### config.mk
export PLATFORM = sky130hd
export DESIGN_NAME = rle8_bitmap_decoder_flat
export DESIGN_NICKNAME = d
export VERILOG_FILES = /design/src/hw/rtl/rle8_dec_pkg.sv /design/src/hw/rtl/rle8_dec_if.sv /design/src/hw/rtl/rle8_dec_parser.sv /design/src/hw/rtl/rle8_bitmap_decoder.sv /design/src/flat_wrapper.sv
export SDC_FILE = /design/constraint.sdc
export NUM_CORES = 1
export LEC_CHECK = 0
export ABC_AREA = 1
export CORE_ASPECT_RATIO = 0.7
export CORE_MARGIN = 2
export CORE_UTILIZATION = 55
export CTS_CLUSTER_SIZE = 16
export DETAILED_ROUTE_END_ITERATION = 10
export DONT_BUFFER_PORTS = 1
export PLACE_DENSITY = 0.7
export SLEW_MARGIN = 25
export SYNTH_ARGS = -nofsm -noshare
export SYNTH_HDL_FRONTEND = slang
export SYNTH_HIERARCHICAL = 1
export SYNTH_SLANG_ARGS = --single-unit
### constraint.sdc
create_clock -name clk_i -period 8.47 [get_ports clk_i]
set_input_delay 1.694 -clock clk_i [delete_from_list [all_inputs] [get_ports clk_i]]
set_output_delay 1.694 -clock clk_i [all_outputs]
set_load 0.01 [all_outputs]
### src/hw/rtl/rle8_dec_pkg.sv
// rle8_dec_pkg: shared constants and types of the rle8 bitmap decoder
// used by the channel interfaces, the parser and the top level; no dependencies

package rle8_dec_pkg;

  localparam int unsigned DIM_W      = 11;
  localparam int unsigned PIX_W      = 8;
  localparam int unsigned MAX_WIDTH  = 1024;
  localparam int unsigned MAX_HEIGHT = 1024;
  localparam int unsigned CFG_IDX_W  = 2;
  localparam int unsigned CFG_DATA_W = 11;

  localparam logic [CFG_IDX_W-1:0] CFG_IMAGE_WIDTH  = 2'd0;
  localparam logic [CFG_IDX_W-1:0] CFG_IMAGE_HEIGHT = 2'd1;
  localparam logic [CFG_IDX_W-1:0] CFG_FILL_VALUE   = 2'd2;

  localparam logic [DIM_W-1:0] IMAGE_WIDTH_RST  = DIM_W'(MAX_WIDTH);
  localparam logic [DIM_W-1:0] IMAGE_HEIGHT_RST = DIM_W'(MAX_HEIGHT);
  localparam logic [PIX_W-1:0] FILL_VALUE_RST   = 8'd255;

  typedef struct packed {
    logic [PIX_W-1:0] data_byte;
    logic             end_of_data;
  } in_item_t;

  typedef struct packed {
    logic [DIM_W-1:0] image_width;
    logic [DIM_W-1:0] image_height;
    logic [PIX_W-1:0] fill_value;
  } cfg_t;

  typedef struct packed {
    logic [DIM_W-1:0] start_row;
    logic [DIM_W-1:0] start_col;
    logic [DIM_W-1:0] end_row;
    logic [DIM_W-1:0] end_col;
    logic [PIX_W-1:0] pixel_value;
    logic             clipped;
    logic             image_done;
  } span_t;

endpackage

### src/hw/rtl/rle8_dec_if.sv
// rle8_dec channel interfaces: compressed byte input, span output, config write
// depends on rle8_dec_pkg for field widths

interface rle8_dec_in_if;
  logic                             valid;
  logic                             ready;
  logic [rle8_dec_pkg::PIX_W-1:0]   data_byte;
  logic                             end_of_data;

  modport source (output valid, output data_byte, output end_of_data, input ready);
  modport sink   (input valid, input data_byte, input end_of_data, output ready);
endinterface

interface rle8_dec_out_if;
  logic                             valid;
  logic                             ready;
  logic [rle8_dec_pkg::DIM_W-1:0]   start_row;
  logic [rle8_dec_pkg::DIM_W-1:0]   start_col;
  logic [rle8_dec_pkg::DIM_W-1:0]   end_row;
  logic [rle8_dec_pkg::DIM_W-1:0]   end_col;
  logic [rle8_dec_pkg::PIX_W-1:0]   pixel_value;
  logic                             clipped;
  logic                             image_done;

  modport source (output valid, output start_row, output start_col, output end_row,
                  output end_col, output pixel_value, output clipped, output image_done,
                  input ready);
  modport sink   (input valid, input start_row, input start_col, input end_row,
                  input end_col, input pixel_value, input clipped, input image_done,
                  output ready);
endinterface

interface rle8_dec_cfg_if;
  logic                                  valid;
  logic                                  ready;
  logic [rle8_dec_pkg::CFG_IDX_W-1:0]    index;
  logic [rle8_dec_pkg::CFG_DATA_W-1:0]   wdata;

  modport source (output valid, output index, output wdata, input ready);
  modport sink   (input valid, input index, input wdata, output ready);
endinterface

### src/hw/rtl/rle8_dec_parser.sv
// rle8_dec_parser: rle8 parser state, position tracking and span generation
// depends on rle8_dec_pkg; one byte is consumed on each cycle step_i is high

module rle8_dec_parser (
  input  logic                   clk_i,
  input  logic                   rst_ni,
  input  logic                   step_i,
  input  rle8_dec_pkg::in_item_t item_i,
  input  rle8_dec_pkg::cfg_t     cfg_i,
  output logic                   span_valid_o,
  output rle8_dec_pkg::span_t    span_o
);

  localparam int unsigned DW = rle8_dec_pkg::DIM_W;
  localparam int unsigned PW = rle8_dec_pkg::PIX_W;

  localparam logic [PW-1:0] ESC_EOL   = 8'd0;
  localparam logic [PW-1:0] ESC_EOB   = 8'd1;
  localparam logic [PW-1:0] ESC_DELTA = 8'd2;

  typedef enum logic [2:0] {
    PhCount, PhRunVal, PhEscape, PhLiteral, PhPad, PhDeltaX, PhDeltaY, PhDone
  } phase_e;

  phase_e        phase_q, phase_d;
  logic [PW-1:0] held_q, held_d;
  logic [PW-1:0] lit_left_q, lit_left_d;
  logic          pad_q, pad_d;
  logic [PW-1:0] delta_q, delta_d;
  logic [DW-1:0] row_q, row_d;
  logic [DW-1:0] col_q, col_d;

  logic [DW-1:0] w, h, r, c;
  logic [PW-1:0] b, fv, lit_dec;
  logic [DW:0]   run_end, dly_row, dly_col;
  logic [DW-1:0] dly_col_clip;
  logic          dly_clip;
  logic          emit;

  always_comb begin
    if (cfg_i.image_width == '0) begin
      w = DW'(1);
    end else if (cfg_i.image_width > DW'(rle8_dec_pkg::MAX_WIDTH)) begin
      w = DW'(rle8_dec_pkg::MAX_WIDTH);
    end else begin
      w = cfg_i.image_width;
    end
    if (cfg_i.image_height == '0) begin
      h = DW'(1);
    end else if (cfg_i.image_height > DW'(rle8_dec_pkg::MAX_HEIGHT)) begin
      h = DW'(rle8_dec_pkg::MAX_HEIGHT);
    end else begin
      h = cfg_i.image_height;
    end
  end

  // position clamped to the current image size
  always_comb begin
    if (row_q >= h) begin
      r = h;
      c = '0;
    end else begin
      r = row_q;
      c = (col_q > w) ? w : col_q;
    end
  end

  assign b       = item_i.data_byte;
  assign fv      = cfg_i.fill_value;
  assign lit_dec = lit_left_q - PW'(1);
  assign run_end = (DW+1)'(c) + (DW+1)'(held_q);
  assign dly_row = (DW+1)'(r) + (DW+1)'(b);
  assign dly_col = (DW+1)'(c) + (DW+1)'(delta_q);

  always_comb begin
    phase_d    = phase_q;
    held_d     = held_q;
    lit_left_d = lit_left_q;
    pad_d      = pad_q;
    delta_d    = delta_q;
    row_d      = r;
    col_d      = c;
    emit       = 1'b0;
    span_o     = '{start_row: r, start_col: c, end_row: r, end_col: c,
                   pixel_value: fv, clipped: 1'b0, image_done: 1'b0};
    dly_col_clip = dly_col[DW-1:0];
    dly_clip     = 1'b0;

    unique case (phase_q)
      PhCount: begin
        held_d  = b;
        phase_d = (b != '0) ? PhRunVal : PhEscape;
      end
      PhRunVal: begin
        emit               = 1'b1;
        span_o.pixel_value = b;
        if (r < h) begin
          if (run_end > (DW+1)'(w)) begin
            span_o.end_col = w;
            span_o.clipped = 1'b1;
          end else begin
            span_o.end_col = run_end[DW-1:0];
          end
        end else begin
          span_o.clipped = (held_q != '0);
        end
        col_d   = span_o.end_col;
        phase_d = PhCount;
      end
      PhEscape: begin
        priority if (b == ESC_EOL) begin
          emit = 1'b1;
          if (r < h) begin
            span_o.end_row = r + DW'(1);
            span_o.end_col = '0;
          end
          row_d   = span_o.end_row;
          col_d   = span_o.end_col;
          phase_d = PhCount;
        end else if (b == ESC_EOB) begin
          emit              = 1'b1;
          span_o.end_row    = h;
          span_o.end_col    = '0;
          span_o.image_done = 1'b1;
          row_d             = h;
          col_d             = '0;
          phase_d           = PhDone;
        end else if (b == ESC_DELTA) begin
          phase_d = PhDeltaX;
        end else begin
          lit_left_d = b;
          pad_d      = b[0];
          phase_d    = PhLiteral;
        end
      end
      PhLiteral: begin
        emit               = 1'b1;
        span_o.pixel_value = b;
        if (r < h && c < w) begin
          span_o.end_col = c + DW'(1);
          col_d          = c + DW'(1);
        end else begin
          span_o.clipped = 1'b1;
        end
        lit_left_d = lit_dec;
        if (lit_dec == '0) begin
          phase_d = pad_q ? PhPad : PhCount;
        end
      end
      PhPad: begin
        pad_d   = 1'b0;
        phase_d = PhCount;
      end
      PhDeltaX: begin
        delta_d = b;
        phase_d = PhDeltaY;
      end
      PhDeltaY: begin
        emit = 1'b1;
        if (dly_col > (DW+1)'(w)) begin
          dly_col_clip = w;
          dly_clip     = 1'b1;
        end
        span_o.end_row = dly_row[DW-1:0];
        span_o.end_col = dly_col_clip;
        if (dly_row > (DW+1)'(h) || (dly_row == (DW+1)'(h) && dly_col_clip != '0)) begin
          if (r < h || b != '0 || delta_q != '0) begin
            dly_clip = 1'b1;
          end
          span_o.end_row = h;
          span_o.end_col = '0;
        end
        span_o.clipped = dly_clip;
        row_d          = span_o.end_row;
        col_d          = span_o.end_col;
        phase_d        = PhCount;
      end
      PhDone: begin
      end
      default: begin
      end
    endcase

    if (item_i.end_of_data) begin
      phase_d    = PhCount;
      held_d     = '0;
      lit_left_d = '0;
      pad_d      = 1'b0;
      delta_d    = '0;
      row_d      = '0;
      col_d      = '0;
    end
  end

  assign span_valid_o = step_i && emit;

  always_ff @(posedge clk_i or negedge rst_ni) begin
    if (!rst_ni) begin
      phase_q    <= PhCount;
      held_q     <= '0;
      lit_left_q <= '0;
      pad_q      <= 1'b0;
      delta_q    <= '0;
      row_q      <= '0;
      col_q      <= '0;
    end else if (step_i) begin
      phase_q    <= phase_d;
      held_q     <= held_d;
      lit_left_q <= lit_left_d;
      pad_q      <= pad_d;
      delta_q    <= delta_d;
      row_q      <= row_d;
      col_q      <= col_d;
    end
  end

endmodule

### src/hw/rtl/rle8_bitmap_decoder.sv
// rle8_bitmap_decoder: top level of the rle8 bitmap stream decoder
// depends on rle8_dec_pkg, rle8_dec_if and rle8_dec_parser
//
// usage:
//   in_i   compressed bytes, one per transaction, end_of_data on the last one
//   out_o  raster fill spans, at most one per input byte
//   cfg_i  register writes: index 0 image_width, 1 image_height, 2 fill_value;
//          always ready, write only while no byte is in flight
// path: each accepted byte is registered in the input register, stepped through the
//   parser and its span registered in the output register; throughput: one byte per
//   cycle while out_o accepts spans, and the parser state registers update on each step
// reset: parser expects a count byte at row 0, column 0; registers return to
//   1024 x 1024 with fill value 255
// stall: while out_o.ready is low the output register holds its span and the
//   input register, if empty, still takes one more byte before in_i.ready drops

module rle8_bitmap_decoder (
  input  logic           clk_i,
  input  logic           rst_ni,
  rle8_dec_in_if.sink    in_i,
  rle8_dec_out_if.source out_o,
  rle8_dec_cfg_if.sink   cfg_i
);

  logic                   in_valid_q;
  rle8_dec_pkg::in_item_t in_item_q;
  logic                   out_valid_q, out_valid_d;
  rle8_dec_pkg::span_t    out_span_q;
  rle8_dec_pkg::cfg_t     cfg_q;
  logic                   step;
  logic                   span_valid;
  rle8_dec_pkg::span_t    span;

  assign step        = in_valid_q && (!out_valid_q || out_o.ready);
  assign in_i.ready  = !in_valid_q || step;
  assign cfg_i.ready = 1'b1;

  always_ff @(posedge clk_i or negedge rst_ni) begin
    if (!rst_ni) begin
      in_valid_q <= 1'b0;
    end else if (in_i.ready) begin
      in_valid_q <= in_i.valid;
    end
  end

  always_ff @(posedge clk_i) begin
    if (in_i.valid && in_i.ready) begin
      in_item_q <= '{data_byte: in_i.data_byte, end_of_data: in_i.end_of_data};
    end
  end

  always_ff @(posedge clk_i or negedge rst_ni) begin
    if (!rst_ni) begin
      cfg_q <= '{image_width:  rle8_dec_pkg::IMAGE_WIDTH_RST,
                 image_height: rle8_dec_pkg::IMAGE_HEIGHT_RST,
                 fill_value:   rle8_dec_pkg::FILL_VALUE_RST};
    end else if (cfg_i.valid) begin
      unique case (cfg_i.index)
        rle8_dec_pkg::CFG_IMAGE_WIDTH:  cfg_q.image_width  <= cfg_i.wdata;
        rle8_dec_pkg::CFG_IMAGE_HEIGHT: cfg_q.image_height <= cfg_i.wdata;
        rle8_dec_pkg::CFG_FILL_VALUE:   cfg_q.fill_value   <= cfg_i.wdata[rle8_dec_pkg::PIX_W-1:0];
        default: begin
        end
      endcase
    end
  end

  rle8_dec_parser u_parser (
    .clk_i        (clk_i),
    .rst_ni       (rst_ni),
    .step_i       (step),
    .item_i       (in_item_q),
    .cfg_i        (cfg_q),
    .span_valid_o (span_valid),
    .span_o       (span)
  );

  always_comb begin
    out_valid_d = out_valid_q;
    if (step) begin
      out_valid_d = span_valid;
    end else if (out_o.ready) begin
      out_valid_d = 1'b0;
    end
  end

  always_ff @(posedge clk_i or negedge rst_ni) begin
    if (!rst_ni) begin
      out_valid_q <= 1'b0;
    end else begin
      out_valid_q <= out_valid_d;
    end
  end

  always_ff @(posedge clk_i) begin
    if (span_valid) begin
      out_span_q <= span;
    end
  end

  assign out_o.valid       = out_valid_q;
  assign out_o.start_row   = out_span_q.start_row;
  assign out_o.start_col   = out_span_q.start_col;
  assign out_o.end_row     = out_span_q.end_row;
  assign out_o.end_col     = out_span_q.end_col;
  assign out_o.pixel_value = out_span_q.pixel_value;
  assign out_o.clipped     = out_span_q.clipped;
  assign out_o.image_done  = out_span_q.image_done;

endmodule

### src/flat_wrapper.sv
// flat-port wrapper written by rule: the top's interface ports become plain ports
module rle8_bitmap_decoder_flat 
  (clk_i, rst_ni, in_i_valid, in_i_data_byte, in_i_end_of_data, in_i_ready, out_o_valid, out_o_start_row, out_o_start_col, out_o_end_row, out_o_end_col, out_o_pixel_value, out_o_clipped, out_o_image_done, out_o_ready, cfg_i_valid, cfg_i_index, cfg_i_wdata, cfg_i_ready);
  rle8_dec_in_if in_i_i ();
  rle8_dec_out_if out_o_i ();
  rle8_dec_cfg_if cfg_i_i ();
  input  logic clk_i;
  input  logic rst_ni;
  input wire logic [$bits(in_i_i.valid)-1:0] in_i_valid;
  input wire logic [$bits(in_i_i.data_byte)-1:0] in_i_data_byte;
  input wire logic [$bits(in_i_i.end_of_data)-1:0] in_i_end_of_data;
  output wire logic [$bits(in_i_i.ready)-1:0] in_i_ready;
  output wire logic [$bits(out_o_i.valid)-1:0] out_o_valid;
  output wire logic [$bits(out_o_i.start_row)-1:0] out_o_start_row;
  output wire logic [$bits(out_o_i.start_col)-1:0] out_o_start_col;
  output wire logic [$bits(out_o_i.end_row)-1:0] out_o_end_row;
  output wire logic [$bits(out_o_i.end_col)-1:0] out_o_end_col;
  output wire logic [$bits(out_o_i.pixel_value)-1:0] out_o_pixel_value;
  output wire logic [$bits(out_o_i.clipped)-1:0] out_o_clipped;
  output wire logic [$bits(out_o_i.image_done)-1:0] out_o_image_done;
  input wire logic [$bits(out_o_i.ready)-1:0] out_o_ready;
  input wire logic [$bits(cfg_i_i.valid)-1:0] cfg_i_valid;
  input wire logic [$bits(cfg_i_i.index)-1:0] cfg_i_index;
  input wire logic [$bits(cfg_i_i.wdata)-1:0] cfg_i_wdata;
  output wire logic [$bits(cfg_i_i.ready)-1:0] cfg_i_ready;
  assign in_i_i.valid = in_i_valid;
  assign in_i_i.data_byte = in_i_data_byte;
  assign in_i_i.end_of_data = in_i_end_of_data;
  assign in_i_ready = in_i_i.ready;
  assign out_o_valid = out_o_i.valid;
  assign out_o_start_row = out_o_i.start_row;
  assign out_o_start_col = out_o_i.start_col;
  assign out_o_end_row = out_o_i.end_row;
  assign out_o_end_col = out_o_i.end_col;
  assign out_o_pixel_value = out_o_i.pixel_value;
  assign out_o_clipped = out_o_i.clipped;
  assign out_o_image_done = out_o_i.image_done;
  assign out_o_i.ready = out_o_ready;
  assign cfg_i_i.valid = cfg_i_valid;
  assign cfg_i_i.index = cfg_i_index;
  assign cfg_i_i.wdata = cfg_i_wdata;
  assign cfg_i_ready = cfg_i_i.ready;
  rle8_bitmap_decoder u_core (.clk_i(clk_i), .rst_ni(rst_ni), .in_i(in_i_i), .out_o(out_o_i), .cfg_i(cfg_i_i));
endmodule
# Word level (Yosys, flattened, before mapping)
# Index checks and enable logic that the tools add are counted.
dict set report totals {
  output_inout_bits 57
  word_cells 153
  in_bits 27
  regBits 145
}
dict set report classes {
  n_bitwise 1
  magnitude_cmp 9
  addsub 6
  n_mux 61
  reduce_logical 40
  eq_ne 15
}
# operator n
set ops {}
lappend ops {{11-bit 2-to-1 mux} 18}
lappend ops {{22-bit 2-to-1 mux} 4}
lappend ops {{11-bit case mux with 4 select lines} 2}
lappend ops {{8-bit 2-to-1 mux} 9}
lappend ops {{11-bit case mux with 2 select lines} 2}
lappend ops {{11-bit by 8-bit adder with 12-bit output} 3}
lappend ops {{12-bit by 11-bit > comparator with 1-bit output} 3}
lappend ops {{8-bit nonzero test} 3}
lappend ops {{11-bit by 1-bit adder with 11-bit output (second input constant)} 2}
lappend ops {{11-bit > comparator (second input constant)} 2}
lappend ops {{11-bit zero test} 2}
lappend ops {{11-bit < comparator} 2}
lappend ops {{3-bit 2-to-1 mux} 6}
lappend ops {{8-bit zero test} 2}
lappend ops {{8-bit case mux with 2 select lines} 1}
lappend ops {{3-bit case mux with 5 select lines} 1}
lappend ops {{1-bit 2-to-1 mux} 14}
lappend ops {{12-bit by 11-bit == test with 1-bit output} 1}
lappend ops {{3-bit by 2-bit != test with 1-bit output (second input constant)} 4}
lappend ops {{11-bit greater-or-equal comparator} 1}
lappend ops {{11-bit > comparator} 1}
lappend ops {{11-bit nonzero test} 1}
lappend ops {{2-bit AND reduction} 5}
lappend ops {{5-bit AND reduction} 2}
lappend ops {{23 further kinds} 41}

# Logic depth before layout (Yosys ltp)
dict set report depth {
  word_depth 16
  ltp_mapped 50
  ltp_nobuf 47
}

# Hierarchy
# The synthesis kept the hierarchy.
# mod seq_area_each_um2 n_inst area_per_inst_um2 cells_each
set modules_own_cells {}
lappend modules_own_cells {rle8_dec_parser 1251.2 1 7766.2 1238}
lappend modules_own_cells {rle8_bitmap_decoder 2705.1 1 3234.4 212}

# Worst setup path before layout
# Ideal clock, no wire load.
dict set report synth_timing {
  path_type {register -> register}
  startpoint {register u_core/cfg_q[27] in the netlist's numbering}
  endpoint {register u_core.out_span_q, in the netlist u_core/out_o.end_row[4] (data pin)}
  stages_incl_launch_ff 47
  required_time_ns 8.205
  path_slack_ns 2.206
  setup_time_ns 0.265
  path_buffers 3
  arrival_ns 5.999
  period_less_slack_ns 6.264
  cell_sequence {dfrtp_1 > nor2_1 > nand3_2 > o21ai_4 > inv_1 > nor2_1 > inv_1 > ha_1 > a21oi_1 > nand2_1 > nand2_1 > nand3_2 > nand2_2 > inv_2 > buf_4 > nand2_1 > inv_1 > nor2_1 > [11 not listed] > nor2_1 > nand3_1 > nand2_1 > nand2_1 > nand2_1 > nand2_1 > nand2_1 > clkbuf_1 > nand3_1 > nand2_1 > nand2_1 > nor3_2 > nand2_2 > nand2_2 > buf_6 > nand2_1 > nand3_1 > nand3_2}
}
# element line
set synth_rtl {}
lappend synth_rtl {{start, declared} rle8_bitmap_decoder.sv:29} ;# rle8_dec_pkg::cfg_t cfg_q;
lappend synth_rtl {{start signal, assigned} rle8_bitmap_decoder.sv:54} ;# cfg_q <= '{image_width: rle8_dec_pkg::IMAGE_WIDTH_RST,
lappend synth_rtl {{end signal, assigned} rle8_bitmap_decoder.sv:97} ;# out_span_q <= span;
lappend synth_rtl {{end, declared} rle8_bitmap_decoder.sv:28} ;# rle8_dec_pkg::span_t out_span_q;

==> impl_metrics.json <==
{
  "area_growth_pct": 8.64,
  "ys.flop_type": "dfrtp_1",
  "crit_buf_inv": 5,
  "ys_warn_count": 6,
  "max_slew.worst_pin.slew_ns": 0.924,
  "drt_first_pass_iters": 5,
  "die_area_sq_mm": 0.0212,
  "synth_edf_count": 63,
  "finalHoldViolations": 0,
  "fin_skew_ns": 0.0173,
  "drtIter0Drc": 1280,
  "path_max_fanout": 20,
  "maxCapViolations": 0,
  "avgViaCountPerCell": 5.94,
  "wl_per_cell_um": 19.9,
  "cts_buffers": 17,
  "setup_violations": 0,
  "die_y_um": 122,
  "yosys-top-cells-count": "nand2_1, inv_1, nand3_1, ha_1, nor2_1",
  "port_buffers": 0,
  "ant_nets": 0,
  "path_clk_slew_ns": 0.06,
  "rsz0062_at_grt": "no",
  "grt_pass1_vias": 9298,
  "drt_wl_total_um": 34600,
  "synth_fp_nets": 1583,
  "gr-total-overflow": 0,
  "syn_area_per_cell_sq_um": 7.59,
  "cp.required_ns": 8.71,
  "netlist_instances": 1450,
  "grt_pass1_wl_um": 53200,
  "post-dp-hpwl_um": 26300,
  "grt_antenna_before_repair": 0,
  "cp_slowest_cell": "dfrtp_1",
  "via_count": 10300,
  "drive_above_1_share_pct": 8.19,
  "place_congestion": 0.986,
  "fin_setup_tns_ns": 0,
  "slew_viol_final": 0,
  "die_w_um": 173,
  "cp-start-kind": "flip-flop",
  "critPathArrivalTime_ns": 8.00,
  "syn_area_sq_mm": 0.0110,
  "fin_crit_ns": 7.77,
  "post_cts_buffers": 0,
  "htree_num_levels": 4,
  "critPathKind": "reg2reg",
  "num_rows": 43,
  "worst_path_most_repeated_cell": "nand2_1",
  "root_buffer": "clkbuf_16",
  "fin_util_pct": 60.7,
  "async_reset_ff_share_pct": 56.6,
  "yosysMostFrequentCell": "nand2_1",
  "coreArea_sq_mm": 0.0197,
  "yosysTopAreaCell": "edfxtp_1",
  "clockBufferDepth": 2,
  "synthTopCellsByArea": "edfxtp_1, dfrtp_1, nand2_1",
  "ys_ff_latch": 145,
  "ios": 84,
  "slowest_delay_ns": 0.42,
  "yosysSeqAreaShare_pct": 36.0,
  "layout.nets": 1585,
  "drc_errors": 0,
  "worst_path_dominant_cell_family": "simple AND/OR/NAND/NOR gates",
  "insertion_delay_ns": 0.44,
  "cts_tree": "done",
  "grt_usage_pct": 33.1,
  "status": "finished, final reports clean",
  "relSlewSlack_pct": 38.0,
  "synth_top_area_share_pct": 17.2,
  "grt_max_degree": 83,
  "ys_types": 56,
  "clkSinkCount": 145,
  "clock.fmax_mhz": 129,
  "fin_crit_sh_pct": 91.7,
  "hold_class": "reg2reg",
  "diodes": 0,
  "start_util_pct": 55.9,
  "end_kind": "flip-flop"
}
==> path summary, 6_finish.rpt <==
check,from,end,slack (ns),depth (start not counted)
setup / recovery,u_core/cfg_q[27],u_core/out_o.end_col[6],0.70,40
hold / removal,u_core/cfg_q[7],u_core/cfg_q[7],0.46,2
setup reg to reg,u_core/cfg_q[27],u_core/out_o.end_col[6],0.70,40
hold reg to reg,u_core/cfg_q[7],u_core/cfg_q[7],0.46,2
max in group asynchronous,rst_ni,u_core/cfg_q[18],7.26,0
min in group asynchronous,rst_ni,u_core/u_parser/col_q[8],0.95,0
==> state kept, by name (all words and copies together) (netlist names), 3 cells and up <==
name and count:
u_core/out_o.start_col 11, u_core/out_o.pixel_value 8, u_core/out_o.start_row 11, u_core/cfg_q 30
u_core/out_o.end_row 11, u_core/u_parser/col_q 11, u_core/u_parser/lit_left_q 8, u_core/in_item_q 9
u_core/u_parser/row_q 11, u_core/u_parser/phase_q 3, u_core/out_o.end_col 11, u_core/u_parser/held_q 8
u_core/u_parser/delta_q 8
==> routing by layer <==
metal / global-route usage (%) / routed length, um / vias up / share of wire, %
met5: 0 / 0 / - / 0
met4: 7.20 / 453 / 0 / 1.3
met3: 11.4 / 4730 / 39 / 14
met2: 44.9 / 13400 / 602 / 39
met1: 50.2 / 16000 / 4806 / 46
li1: - / - / 4861 / -
==> cells by family after synthesis <==
family	share of synthesized area (%)
AO/OA/AOI/OAI	11.2
AND/OR/NAND/NOR	29.6
buffers and inverters	8.44
flip-flops	36.0
adder cells (fa/ha/maj)	12.3
other	0.0341
XOR/XNOR	2.47
==> placed cells by master (no fill, tap or decap), drive strengths merged, types with 3 or more instances in the layout <==
cell / Yosys / layout
o21bai: 4 / 4
a21oi: 77 / 77
buf: 24 / 24
a211oi: 3 / 3
nand3b: 8 / 8
clkinvlp: 0 / 3
nor3: 16 / 16
a31oi: 5 / 5
fa: 3 / 3
a21o: 3 / 3
clkbuf: 17 / 20
nand4: 41 / 41
xnor2: 6 / 6
dfrtp: 72 / 72
nand2: 426 / 426
dfstp: 10 / 10
o31ai: 3 / 3
nand3: 122 / 122
nor4: 8 / 8
clkinv: 3 / 5
inv: 184 / 190
edfxtp: 63 / 63
or4: 3 / 3
o221ai: 6 / 6
xor2: 25 / 25
a21boi: 4 / 4
nor2: 99 / 99
o211ai: 12 / 12
ha: 103 / 103
o21ai: 84 / 84
==> worst reg2reg max path, delay by kind of cell (launching register included) <==
| kind | cells | cell delay, ns |
|---|---|---|
| fa+ha+maj | 3 | 1.07 |
| compound gates | 7 | 1.51 |
| simple gates | 25 | 3.77 |
| buf+inv | 5 | 0.81 |
| flops | 1 | 0.42 |
==> area by class of cell <==
cell class | count | area (sq um)
fill | 1790 | 7740
timing repair buffer | 24 | 180
sequential | 145 | 3960
tap | 270 | 338
clock inverter | 12 | 116
multi-input combinational | 1077 | 6170
inverter | 187 | 702
clock buffer | 20 | 489
==> timing repair <==
action	4_1_cts	5_1_grt
endpoints found under the hold margin	0	0
resized for setup	0	4
hold buffers	0	0
setup endpoints to repair	0	39
==> through the flow <==
stage,hold WS (ns),setup WS [ns],instances,instance area (sq um)
floorplan,0.441,2.21,1450,11000
global placement,0.451,0.744,1703,11300
detailed placement,0.454,0.591,1703,11300
CTS,0.464,0.544,1735,11900
global route,0.484,0.0394,1735,12000
finish,0.462,0.705,1735,12000
Power is left out: the tool's default activity adds up to more than one toggle a clock period on the data nets, which glitch-free logic cannot reach.
